`src/sv/dlp_pkg.sv`:
```
package dlp_pkg;

    localparam int NODE_W   = 6;
    localparam int WEIGHT_W = 16;
    localparam int CFG_W    = 7;
    localparam int DIST_W   = 23;
    localparam int PATH_W   = 22;
    localparam int EDGE_W   = 2 * NODE_W + WEIGHT_W;

    localparam logic [CFG_W-1:0]  CFG_RESET = 7'd64;
    localparam logic [DIST_W-1:0] PATH_MAX  = 23'sd2097151;
    localparam logic [DIST_W-1:0] PATH_MIN  = -23'sd2097152;

    typedef enum logic [4:0] {
        S_IDLE, S_CLR, S_DEG_RD, S_DEG_CK, S_DEG_WR, S_SEED_RD, S_SEED_CK,
        S_HEAD, S_U, S_K_RD, S_K_CK, S_K_WR, S_ROOT_RD, S_ROOT, S_T_RD,
        S_T_CK, S_DU, S_R_RD, S_R_CK, S_R_WR, S_LAST_RD, S_LAST, S_OUT, S_FAIL
    } t_state;

    typedef enum logic [4:0] {
        OP_NONE, OP_LOAD, OP_START, OP_CLR, OP_EDGE_RD, OP_EDGE_NEXT,
        OP_DEG_RD, OP_DEG_INC, OP_SEED_RD, OP_SEED_CK, OP_HEAD_RD,
        OP_U_LATCH, OP_DEG_DEC, OP_ROOT_RD, OP_ROOT_SET, OP_TOPO_RD,
        OP_U_BEST, OP_DU_LATCH, OP_BEST_RD, OP_RELAX, OP_LAST_RD,
        OP_LAST_BEST, OP_OUT, OP_FAIL_OUT
    } t_op;

    typedef struct packed {
        logic in_valid;
        logic in_mode;
        logic idx_last;
        logic edge_done;
        logic live;
        logic hit;
        logic head_lt_tail;
        logic tail_zero;
        logic topo_done;
        logic reached_t;
        logic out_free;
    } t_stat;

endpackage

```
`src/sv/dlp_ctrl.sv`:
```
module dlp_ctrl (
    input  logic           i_clk,
    input  logic           i_rst_n,
    input  dlp_pkg::t_stat i_stat,
    output dlp_pkg::t_op   o_op,
    output logic           o_in_ready
);
    import dlp_pkg::*;

    t_state r_state, n_state;

    always_ff @(posedge i_clk) begin
        if (!i_rst_n) begin
            r_state <= S_IDLE;
        end else begin
            r_state <= n_state;
        end
    end

    always_comb begin
        n_state    = r_state;
        o_op       = OP_NONE;
        o_in_ready = 1'b0;
        case (r_state)
            S_IDLE: begin
                o_in_ready = 1'b1;
                if (i_stat.in_valid) begin
                    if (i_stat.in_mode) begin
                        o_op    = OP_START;
                        n_state = S_CLR;
                    end else begin
                        o_op = OP_LOAD;
                    end
                end
            end
            S_CLR: begin
                o_op = OP_CLR;
                if (i_stat.idx_last) n_state = S_DEG_RD;
            end
            S_DEG_RD: begin
                if (i_stat.edge_done) begin
                    n_state = S_SEED_RD;
                end else begin
                    o_op    = OP_EDGE_RD;
                    n_state = S_DEG_CK;
                end
            end
            S_DEG_CK: begin
                if (i_stat.live) begin
                    o_op    = OP_DEG_RD;
                    n_state = S_DEG_WR;
                end else begin
                    o_op    = OP_EDGE_NEXT;
                    n_state = S_DEG_RD;
                end
            end
            S_DEG_WR: begin
                o_op    = OP_DEG_INC;
                n_state = S_DEG_RD;
            end
            S_SEED_RD: begin
                o_op    = OP_SEED_RD;
                n_state = S_SEED_CK;
            end
            S_SEED_CK: begin
                o_op    = OP_SEED_CK;
                n_state = i_stat.idx_last ? S_HEAD : S_SEED_RD;
            end
            S_HEAD: begin
                if (i_stat.head_lt_tail) begin
                    o_op    = OP_HEAD_RD;
                    n_state = S_U;
                end else begin
                    n_state = i_stat.tail_zero ? S_FAIL : S_ROOT_RD;
                end
            end
            S_U: begin
                o_op    = OP_U_LATCH;
                n_state = S_K_RD;
            end
            S_K_RD: begin
                if (i_stat.edge_done) begin
                    n_state = S_HEAD;
                end else begin
                    o_op    = OP_EDGE_RD;
                    n_state = S_K_CK;
                end
            end
            S_K_CK: begin
                if (i_stat.hit) begin
                    o_op    = OP_DEG_RD;
                    n_state = S_K_WR;
                end else begin
                    o_op    = OP_EDGE_NEXT;
                    n_state = S_K_RD;
                end
            end
            S_K_WR: begin
                o_op    = OP_DEG_DEC;
                n_state = S_K_RD;
            end
            S_ROOT_RD: begin
                o_op    = OP_ROOT_RD;
                n_state = S_ROOT;
            end
            S_ROOT: begin
                o_op    = OP_ROOT_SET;
                n_state = S_T_RD;
            end
            S_T_RD: begin
                if (i_stat.topo_done) begin
                    n_state = S_LAST_RD;
                end else begin
                    o_op    = OP_TOPO_RD;
                    n_state = S_T_CK;
                end
            end
            S_T_CK: begin
                // Nodes that were never reached are not relaxed from.
                if (i_stat.reached_t) begin
                    o_op    = OP_U_BEST;
                    n_state = S_DU;
                end else begin
                    n_state = S_T_RD;
                end
            end
            S_DU: begin
                o_op    = OP_DU_LATCH;
                n_state = S_R_RD;
            end
            S_R_RD: begin
                if (i_stat.edge_done) begin
                    n_state = S_T_RD;
                end else begin
                    o_op    = OP_EDGE_RD;
                    n_state = S_R_CK;
                end
            end
            S_R_CK: begin
                if (i_stat.hit) begin
                    o_op    = OP_BEST_RD;
                    n_state = S_R_WR;
                end else begin
                    o_op    = OP_EDGE_NEXT;
                    n_state = S_R_RD;
                end
            end
            S_R_WR: begin
                o_op    = OP_RELAX;
                n_state = S_R_RD;
            end
            S_LAST_RD: begin
                o_op    = OP_LAST_RD;
                n_state = S_LAST;
            end
            S_LAST: begin
                o_op    = OP_LAST_BEST;
                n_state = S_OUT;
            end
            S_OUT: begin
                if (i_stat.out_free) begin
                    o_op    = OP_OUT;
                    n_state = S_IDLE;
                end
            end
            S_FAIL: begin
                if (i_stat.out_free) begin
                    o_op    = OP_FAIL_OUT;
                    n_state = S_IDLE;
                end
            end
            default: n_state = S_IDLE;
        endcase
    end

`ifndef NO_ASSERTIONS
    a_ready_idle: assert property (@(posedge i_clk) disable iff (!i_rst_n)
        o_in_ready |-> r_state == S_IDLE)
        else $error("input ready outside idle");
    a_start_clr: assert property (@(posedge i_clk) disable iff (!i_rst_n)
        o_op == OP_START |=> r_state == S_CLR)
        else $error("compute did not start with clearing");
    a_out_free: assert property (@(posedge i_clk) disable iff (!i_rst_n)
        (o_op == OP_OUT || o_op == OP_FAIL_OUT) |-> i_stat.out_free)
        else $error("result loaded into a busy output register");
`endif
endmodule

```
`config.mk`:
```
export PLATFORM = sky130hd
export DESIGN_NAME = dlp_ctrl
export DESIGN_NICKNAME = d
export VERILOG_FILES = /design/src/sv/dlp_pkg.sv /design/src/sv/dlp_ctrl.sv
export SDC_FILE = /design/constraint.sdc
export NUM_CORES = 1
export LEC_CHECK = 0
export ABC_CLOCK_PERIOD_IN_PS = 2100
export BUFFER_PORTS_ARGS = -buffer_cell sky130_fd_sc_hd__buf_4
export CAP_MARGIN = 15
export CORE_MARGIN = 3
export CORE_UTILIZATION = 55
export DETAILED_ROUTE_END_ITERATION = 12
export PLACE_DENSITY = 0.86
export SLEW_MARGIN = 5
export SYNTH_ARGS = -nofsm -noshare
export SYNTH_HDL_FRONTEND = slang
export SYNTH_SLANG_ARGS = --single-unit
```
`constraint.sdc`:
```
create_clock -name i_clk -period 2.1 [get_ports i_clk]
set_clock_uncertainty 0.2 [all_clocks]
set_input_delay 0.42 -clock i_clk [delete_from_list [all_inputs] [get_ports i_clk]]
set_output_delay 0.42 -clock i_clk [all_outputs]
set_load 0.005 [all_outputs]
```
==> results of run 1 <==
-- cells in the mapped netlist, types with 2 or more instances --
cell,number
sky130_fd_sc_hd__a21oi_1,14
sky130_fd_sc_hd__clkbuf_1,2
sky130_fd_sc_hd__o32ai_1,2
sky130_fd_sc_hd__o211ai_1,2
sky130_fd_sc_hd__a32oi_1,2
sky130_fd_sc_hd__a211oi_1,3
sky130_fd_sc_hd__nor2b_1,3
sky130_fd_sc_hd__buf_4,3
sky130_fd_sc_hd__nand3_1,12
sky130_fd_sc_hd__o31a_1,2
sky130_fd_sc_hd__nor2_2,2
sky130_fd_sc_hd__o21ai_0,11
sky130_fd_sc_hd__nor3_1,4
sky130_fd_sc_hd__nor2_1,12
sky130_fd_sc_hd__a31oi_1,4
sky130_fd_sc_hd__o21ai_1,2
sky130_fd_sc_hd__a221oi_1,2
sky130_fd_sc_hd__nand2_1,15
sky130_fd_sc_hd__o32a_1,2
sky130_fd_sc_hd__dfxtp_1,5
sky130_fd_sc_hd__nor4_1,2
sky130_fd_sc_hd__inv_1,5
sky130_fd_sc_hd__buf_2,9
sky130_fd_sc_hd__nand2b_1,12
-- routing by layer --
layer | global-route usage | GRT overflow
met1 | 0.613 | 2
met2 | 0.844 | 18
met3 | 0.347 | 0
met4 | 0.611 | 8
met5 | 0.0714 | 0
-- per-stage QoR --
stage | utilization | instance area (um^2) | setup slack (ns)
3_3_place_gp | 0.772 | 1240 | 0.0358
3_5_place_dp | 0.772 | 1240 | -0.00176
4_1_cts | 0.876 | 1410 | -0.0298
2_1_floorplan | - | 997 | 0.259
-- kinds of logic after synthesis --
| group | Yosys count | synth area share |
|---|---|---|
| AND/OR/NAND/NOR | 68 | 0.351 |
| multiplexers | 2 | 0.0251 |
| buffers and inverters | 21 | 0.109 |
| flip-flops | 5 | 0.100 |
| AO/OA/AOI/OAI | 60 | 0.414 |
-- timing repair --
item,in CTS
hold buffers,0
cloned,1
buffers inserted,5
resized for setup,22
setup endpoints to repair,7
pin swaps,3
==> flow_summary.rst, run 1 <==
.. list-table::
   :header-rows: 1

   * - Metric
     - Value
   * - Proportion of netlist area held by the largest area contributor
     - 0.100
   * - Post-synth top flop
     - sky130_fd_sc_hd__dfxtp_1
   * - All-Layer GR Usage
     - 0.607
   * - Number of top-level pins
     - 19
   * - Clock buffer depth
     - 2
   * - Failing step
     - 5_1_grt
   * - I/O Buffers
     - 18
   * - Number of instances in the synthesized netlist
     - 156
   * - Overall die height
     - 48.6 um
   * - Cell Count Post-Placement
     - 202
   * - Flip-flop and latch count after synthesis
     - 5
   * - Library cell occupying the most area in the post-synthesis netlist
     - sky130_fd_sc_hd__dfxtp_1
   * - GRT repair_timing worst endpoint
     - o_op[0]
   * - Number of enable flip-flop cells after synthesis
     - 0
   * - Maximum level of the CTS H-tree
     - 1
   * - Sink Count
     - 5
   * - Post-Syn Area
     - 997 um^2
   * - Synth async-reset ratio
     - 0
   * - Number of buffers created by CTS
     - 3
   * - Classification of the worst endpoint
     - top-level output
   * - Horizontal die dimension
     - 48.6 um
   * - Root cell of the clock tree
     - sky130_fd_sc_hd__clkbuf_4
   * - Row Count
     - 14
   * - Total nets after synthesis
     - 169
   * - Initial core utilization
     - 0.619
   * - Post-synthesis cell type count
     - 48
   * - Global route overflow
     - 28
   * - Synth warn
     - 0
   * - Sequential cell area fraction in the yosys report
     - 0.100
   * - Main area contributors after synthesis
     - sky130_fd_sc_hd__dfxtp_1 (10%), sky130_fd_sc_hd__nand2b_1 (7.5%), sky130_fd_sc_hd__a21oi_1 (7.0%)
   * - Hpwl dp
     - 2.62 mm
   * - Mean instance size in the synthesized netlist
     - 6.39 um^2
   * - Pin count of the biggest net entering global routing
     - 24
   * - Weighted congestion at the end of routability-driven global placement
     - 0.997
   * - Error message
     - [ERROR GRT-0232] Routing congestion too high. Check the congestion heatmap in the GUI.
   * - Status
     - did not finish
==> run 2: changes to the inputs <==
CORE_AREA = 3 3 64 66   (was not set)
CORE_MARGIN = not set   (was 3)
CORE_UTILIZATION = not set   (was 55)
DIE_AREA = 0 0 67 69   (was not set)
PLACE_DENSITY = not set   (was 0.86)
PLACE_DENSITY_LB_ADDON = 0.15   (was not set)
==> flow_summary.rst, run 2 <==
.. list-table::
   :header-rows: 1

   * - Metric
     - Value
   * - Total vias in the final route
     - 1425
   * - Pin count of the biggest net entering global routing
     - 15
   * - Number of antenna repair diodes
     - 0
   * - Overall die height
     - 69 um
   * - Detailed router's first-iteration violation count
     - 144
   * - Post-synth top flop
     - sky130_fd_sc_hd__dfxtp_1
   * - Initial antenna violation count
     - 0
   * - Most common cell after layout, fill and taps aside
     - sky130_fd_sc_hd__buf_4
   * - Post-route standard cell area excluding fillers
     - 0.00168 mm^2
   * - Critical path startpoint category
     - flop
   * - TritonRoute pass-1 iters
     - 4
   * - Maximum level of the CTS H-tree
     - 1
   * - Final min period
     - 2.16 ns
   * - Largest registers
     - r_state x5
   * - VDD IR-drop max
     - 0.000541 V
   * - Horizontal die dimension
     - 67 um
   * - Main area contributors after synthesis
     - sky130_fd_sc_hd__dfxtp_1 (10%), sky130_fd_sc_hd__nand2b_1 (7.5%), sky130_fd_sc_hd__a21oi_1 (7.0%)
   * - Arrival time at the worst endpoint
     - 1.54 ns
   * - Clock latency of the later-clocked register in the worst-skew pair
     - 0.22 ns
   * - Status
     - finished with violations
   * - Failing checks
     - negative setup slack
   * - Global-route wire length before repair
     - 6.76 mm
   * - Final Max Slew Viols
     - 0
   * - CTS tree
     - yes
   * - Vias/cell
     - 5.72
   * - Most used cells in the layout excluding fill and tap cells
     - sky130_fd_sc_hd__buf_4 (46), sky130_fd_sc_hd__nand2_1 (15), sky130_fd_sc_hd__a21oi_1 (11), sky130_fd_sc_hd__nand3_1 (11)
   * - Proportion of netlist area held by the largest area contributor
     - 0.100
   * - WHS Path Cells
     - 2
   * - Flip-flop and latch count after synthesis
     - 5
   * - Initial core utilization
     - 0.274
   * - Final routed wire length divided by cell count
     - 16.7 um
   * - Synth async-reset ratio
     - 0
   * - Maximum single-stage delay on the critical path
     - 0.34 ns
   * - Post-placement cell area
     - 0.00134 mm^2
   * - Number of instances in the synthesized netlist
     - 156
   * - R2r setup slk
     - 0.16 ns
   * - Setup repair after global routing missed its margin
     - true
   * - Post-Syn Area
     - 997 um^2
   * - Hpwl dp
     - 2.68 mm
   * - Clock buffer depth
     - 2
   * - Largest reg by FF count
     - r_state
   * - Worst-case hold path end point
     - r_state[2]
   * - Worst min-delay path startpoint
     - i_rst_n
   * - Required arrival time at the worst endpoint
     - 1.48 ns
   * - Sequence of cells on the critical path
     - buf_12 -> buf_8 -> inv_2 -> o31a_1 -> o32a_1 -> o211ai_1 -> buf_4
   * - Row Count
     - 22
   * - Synth warn
     - 0
   * - All-Layer GR Usage
     - 0.185
   * - Library cell occupying the most area in the post-synthesis netlist
     - sky130_fd_sc_hd__dfxtp_1
   * - R2R Path End
     - r_state[1]
   * - Die Outline Area
     - 0.00462 mm^2
   * - Number of buffers created by CTS
     - 3
   * - Area growth syn-to-layout
     - 68.1%
   * - Root cell of the clock tree
     - sky130_fd_sc_hd__clkbuf_8
   * - Post-detailed-route DRC marker count
     - 0
   * - Number of hold violations in the final report
     - 0
   * - Sink Count
     - 5
   * - Transition time at the pin with the least slew margin
     - 0.361 ns
   * - Static leakage
     - 0.690 nW
   * - Mean instance size in the synthesized netlist
     - 6.39 um^2
   * - Core area
     - 0.00363 mm^2
   * - Final setup TNS
     - -0.124 ns
   * - Filler instances
     - 379
   * - Global route overflow
     - 0
   * - I/O Buffers
     - 18
   * - Kind of end point of the critical path
     - output port
   * - Count leader, synth
     - sky130_fd_sc_hd__nand2_1
   * - Maximum net fanout on the critical path
     - 6
   * - Source of the worst register-to-register timing path
     - r_state[3]
   * - Sequential cell area fraction in the yosys report
     - 0.100
   * - Worst min-delay path category
     - in -> reg
   * - Number of enable flip-flop cells after synthesis
     - 0
   * - Total Nets Final
     - 215
   * - Relative slew margins
     - 0.757
   * - Number of top-level pins
     - 19
   * - Worst r2r path cells
     - 8
   * - Critical Path Slowest Stage Cell
     - sky130_fd_sc_hd__dfxtp_2
   * - Period utilization
     - 1.03
   * - Share of final-layout standard cells stronger than drive strength 1
     - 0.423
   * - Min setup slack post-route
     - -0.0588 ns
   * - Number of buffers inserted for hold repair after clock tree synthesis
     - 0
   * - Clock transition at the registers of the reported paths
     - 0.04 ns
   * - Highest achievable clock rate
     - 0.463 GHz
   * - Flip-flop count of the largest register after layout
     - 5
   * - Final WL
     - 4.15 mm
   * - Vias in the first global route
     - 1408
   * - Reported max-cap violation count
     - 0
   * - Weighted congestion at the end of routability-driven global placement
     - 0.866
   * - Crit Path Category
     - reg -> out
   * - Most instantiated cells after synthesis
     - sky130_fd_sc_hd__nand2_1 (15), sky130_fd_sc_hd__a21oi_1 (14), sky130_fd_sc_hd__nand2b_1 (12), sky130_fd_sc_hd__nand3_1 (12), sky130_fd_sc_hd__nor2_1 (12)
   * - Remaining antenna violation count after routing
     - 0
   * - Final Setup Violations
     - 3
   * - Post-synthesis cell type count
     - 48
   * - Total nets after synthesis
     - 169
   * - Pwr per Cell Area
     - 945 mW/mm^2
-- run 2: cell counts after synthesis --
Identical to the previous run, type by type.
-- run 2: what timing repair did --
item                                    CTS  global route
gates cloned                              3             0
endpoints found under the setup margin    5             6
buffers inserted                          9             0
gates resized for setup                  32             8
pin swaps                                 6             2
-- run 2: worst max path at each step --
stage	startpoint	to
3_5_place_dp	i_stat[0]	o_op[0]
5_1_grt	r_state[0]	o_op[0]
3_3_place_gp	r_state[3]	o_op[0]
4_1_cts	r_state[1]	o_op[1]
2_1_floorplan	r_state[0]	o_op[0]
6_report	r_state[0]	o_op[1]
-- run 2: logic make-up (layout without fill, tap and decap cells) --
logic type             count (synthesis)  in the layout  share of synthesized area
AO/OA/AOI/OAI                         60             60                      0.414
buffers and inverters                 21             66                      0.109
flip-flops                             5              5                      0.100
multiplexers                           2              2                     0.0251
AND/OR/NAND/NOR                       68             68                      0.351
-- run 2: cell type report --
cell class	count	area, um^2	share of cell area
Clock buffer	4	45.0	0.0269
Inverter	6	25.0	0.0149
Multi-Input combinational cell	130	877	0.523
Timing Repair Buffer	56	556	0.331
Sequential cell	5	114	0.0679
Tap cell	48	60.1	0.0358
-- run 2: per-stage QoR --
step / hold slack [ns] / setup WS, ns / util / cells / total power [mW]
after floorplan: 0.338 / 0.259 / - / 156 / 0.651
after global placement: 0.482 / 0.0738 / 0.368 / 233 / 1.03
after detailed placement: 0.478 / 0.0770 / 0.368 / 233 / 1.02
after CTS: 0.254 / -0.0488 / 0.456 / 249 / 1.54
after global routing: 0.263 / -0.119 / 0.461 / 249 / 1.67
final: 0.251 / -0.0588 / 0.461 / 249 / 1.58
-- run 2: critical path: cells and delay by family, from the launching register on --
kind / cells / cell delay (ns)
AO/OA/AOI/OAI: 3 / 0.54
buffers and inverters: 4 / 0.44
flip-flops: 1 / 0.34
-- run 2: power breakdown --
group	total, mW	switching (mW)	internal (mW)
sequential	0.150	0.0310	0.119
clock	0.182	0.0509	0.131
combinational	1.25	0.558	0.694
-- run 2: per-layer routing --
layer,vias to the layer above,wire (um),global-route usage
li1,672,-,-
met1,667,1730,0.245
met2,73,2060,0.296
met3,13,285,0.0277
met4,0,74,0.0676
met5,-,0,0
Power figures use the tool's default switching activity.
==> run 3: changes to the inputs <==
--- a/constraint.sdc
+++ b/constraint.sdc
@@ -3,3 +3,3 @@
 set_input_delay 0.42 -clock i_clk [delete_from_list [all_inputs] [get_ports i_clk]]
 set_output_delay 0.42 -clock i_clk [all_outputs]
-set_load 0.005 [all_outputs]
+set_load 0.02 [all_outputs]
==> flow_summary.rst, run 3 (synthesis results as in run 2) <==
.. list-table::
   :header-rows: 1

   * - Metric
     - Value
   * - Required arrival time at the worst endpoint
     - 1.48 ns
   * - Largest registers
     - r_state x5
   * - Share of final-layout standard cells stronger than drive strength 1
     - 0.349
   * - Period utilization
     - 1.06
   * - Hold slack final
     - 0.245 ns
   * - CTS tree
     - yes
   * - Worst slack, placed
     - -0.0220 ns
   * - Most used cells in the layout excluding fill and tap cells
     - sky130_fd_sc_hd__buf_4 (40), sky130_fd_sc_hd__nand2_1 (15), sky130_fd_sc_hd__a21oi_1 (13)
   * - Filler instances
     - 383
   * - Clock transition at the registers of the reported paths
     - 0.03 ns
   * - Horizontal die dimension
     - 67 um
   * - Transition time at the pin with the least slew margin
     - 0.382 ns
   * - Kind of end point of the critical path
     - output port
   * - Total Nets Final
     - 206
   * - Number of hold violations in the final report
     - 0
   * - Relative slew margins
     - 0.743
   * - Final min period
     - 2.22 ns
   * - VDD IR-drop max
     - 0.000617 V
   * - Min setup slack post-route
     - -0.121 ns
   * - Arrival time at the worst endpoint
     - 1.60 ns
   * - Number of top-level pins
     - 19
   * - Post-layout utilization of the core
     - 0.427
   * - R2r setup slk
     - 0.23 ns
   * - Vias/cell
     - 5.75
   * - Hpwl dp
     - 2.74 mm
   * - Weighted congestion at the end of routability-driven global placement
     - 0.818
   * - All-Layer GR Usage
     - 0.173
   * - Pwr per Cell Area
     - 993 mW/mm^2
   * - Maximum level of the CTS H-tree
     - 1
   * - Flip-flop count of the largest register after layout
     - 5
   * - Number of antenna repair diodes
     - 0
   * - Failing checks
     - negative setup slack
   * - Post-detailed-route DRC marker count
     - 0
   * - Maximum net fanout on the critical path
     - 6
   * - R2R Path End
     - r_state[1]
   * - Sequential cell area
     - 116 um^2
   * - Worst min-delay path category
     - in -> reg
   * - Source of the worst register-to-register timing path
     - r_state[4]
   * - Worst r2r path cells
     - 6
   * - Area used by multi-input combinational logic
     - 835 um^2
   * - Setup repair after global routing missed its margin
     - true
   * - Final Max Slew Viols
     - 0
   * - Worst setup path start
     - r_state[0]
   * - Die Outline Area
     - 0.00462 mm^2
   * - Largest reg by FF count
     - r_state
   * - Core area
     - 0.00363 mm^2
   * - Worst Setup EP
     - o_op[3]
   * - Area growth syn-to-layout
     - 55.6%
   * - Crit Path Category
     - reg -> out
   * - Detailed router's first-iteration violation count
     - 178
   * - Global-route wire length before repair
     - 6.42 mm
   * - Status
     - finished with violations
   * - Pin count of the biggest net entering global routing
     - 19
   * - Remaining antenna violation count after routing
     - 0
   * - Final WL
     - 4.01 mm
   * - Reported max-cap violation count
     - 0
   * - Vias in the first global route
     - 1293
   * - Static leakage
     - 0.627 nW
   * - Critical path startpoint category
     - flop
   * - Global route overflow
     - 0
   * - Number of buffers inserted for hold repair after clock tree synthesis
     - 0
   * - Final Setup Violations
     - 5
   * - Total vias in the final route
     - 1379
   * - Clock buffer depth
     - 2
   * - Initial antenna violation count
     - 0
   * - TritonRoute pass-1 iters
     - 4
   * - Sink Count
     - 5
   * - Most common cell after layout, fill and taps aside
     - sky130_fd_sc_hd__buf_4
   * - Initial core utilization
     - 0.274
   * - Row Count
     - 22
   * - Number of buffers created by CTS
     - 3
   * - I/O Buffers
     - 18
   * - Root cell of the clock tree
     - sky130_fd_sc_hd__clkbuf_8
   * - Highest achievable clock rate
     - 0.450 GHz
   * - Overall die height
     - 69 um
   * - Final routed wire length divided by cell count
     - 16.7 um
   * - Clock latency of the later-clocked register in the worst-skew pair
     - 0.22 ns
[run 3: changes by cell type in the layout (fill, tap and decap cells not counted), moves of 2 or more]
| cell | change |
|---|---|
| sky130_fd_sc_hd__buf_6 | -2 |
| sky130_fd_sc_hd__a21oi_1 | +2 |
| sky130_fd_sc_hd__a21oi_2 | -2 |
| sky130_fd_sc_hd__nand2b_4 | -2 |
| sky130_fd_sc_hd__buf_4 | -6 |
| sky130_fd_sc_hd__nor2_1 | +2 |
| sky130_fd_sc_hd__nand2b_1 | +2 |
[run 3: layout make-up]
class                      count  share of cell area
clock buffer                   4              0.0290
inverter                       6              0.0161
multi-input combinational    130               0.538
sequential                     5              0.0750
tap                           48              0.0387
timing repair buffer          47               0.303
[run 3: per-stage QoR]
step / TNS [ns] / std cells / cell area (um^2) / power, mW
floorplan: 0 / 156 / 1010 / 0.722
global placement: -0.0599 / 230 / 1330 / 1.07
detailed placement: -0.0220 / 230 / 1330 / 1.07
CTS: -0.232 / 237 / 1470 / 1.40
global route: -0.816 / 240 / 1550 / 1.64
finish: -0.463 / 240 / 1550 / 1.54
[run 3: worst min path at each step]
stage	start	slack, ns	cells after the start	to
after floorplan	i_rst_n	0.34	1	r_state[2]
after global placement	i_rst_n	0.47	2	r_state[2]
after detailed placement	i_rst_n	0.47	2	r_state[2]
after CTS	i_rst_n	0.24	2	r_state[2]
after global routing	i_rst_n	0.26	2	r_state[2]
final	i_rst_n	0.25	2	r_state[2]
[run 3: power by group]
part | switching (mW) | leakage, nW | internal (mW) | total [mW]
clock | 0.0476 | 0.0228 | 0.130 | 0.178
sequential | 0.0496 | 0.0441 | 0.123 | 0.172
combinational | 0.562 | 0.561 | 0.629 | 1.19
total | 0.659 | 0.627 | 0.882 | 1.54
[run 3: worst max-delay path: stages (launching register included)]
cell and delay [ns]:
sky130_fd_sc_hd__dfxtp_4 0.35, sky130_fd_sc_hd__buf_12 0.13, sky130_fd_sc_hd__clkbuf_16 0.14, sky130_fd_sc_hd__nor2b_4 0.13, sky130_fd_sc_hd__a21oi_1 0.13, sky130_fd_sc_hd__o21ai_1 0.09
sky130_fd_sc_hd__a32oi_1 0.18, sky130_fd_sc_hd__nor2_1 0.06, sky130_fd_sc_hd__buf_4 0.15
[run 3: timing repair]
action,CTS,global route
resized for setup,12,8
pin swaps,2,4
buffers inserted,1,2
endpoints found under the setup margin,5,5
cloned,2,1
[run 3: per-layer routing]
layer	wire (um)	up-vias	GRT usage
li1	-	660	-
met1	1830	647	0.253
met2	1870	65	0.272
met3	270	7	0.00651
met4	45	0	0.0495
met5	0	-	0
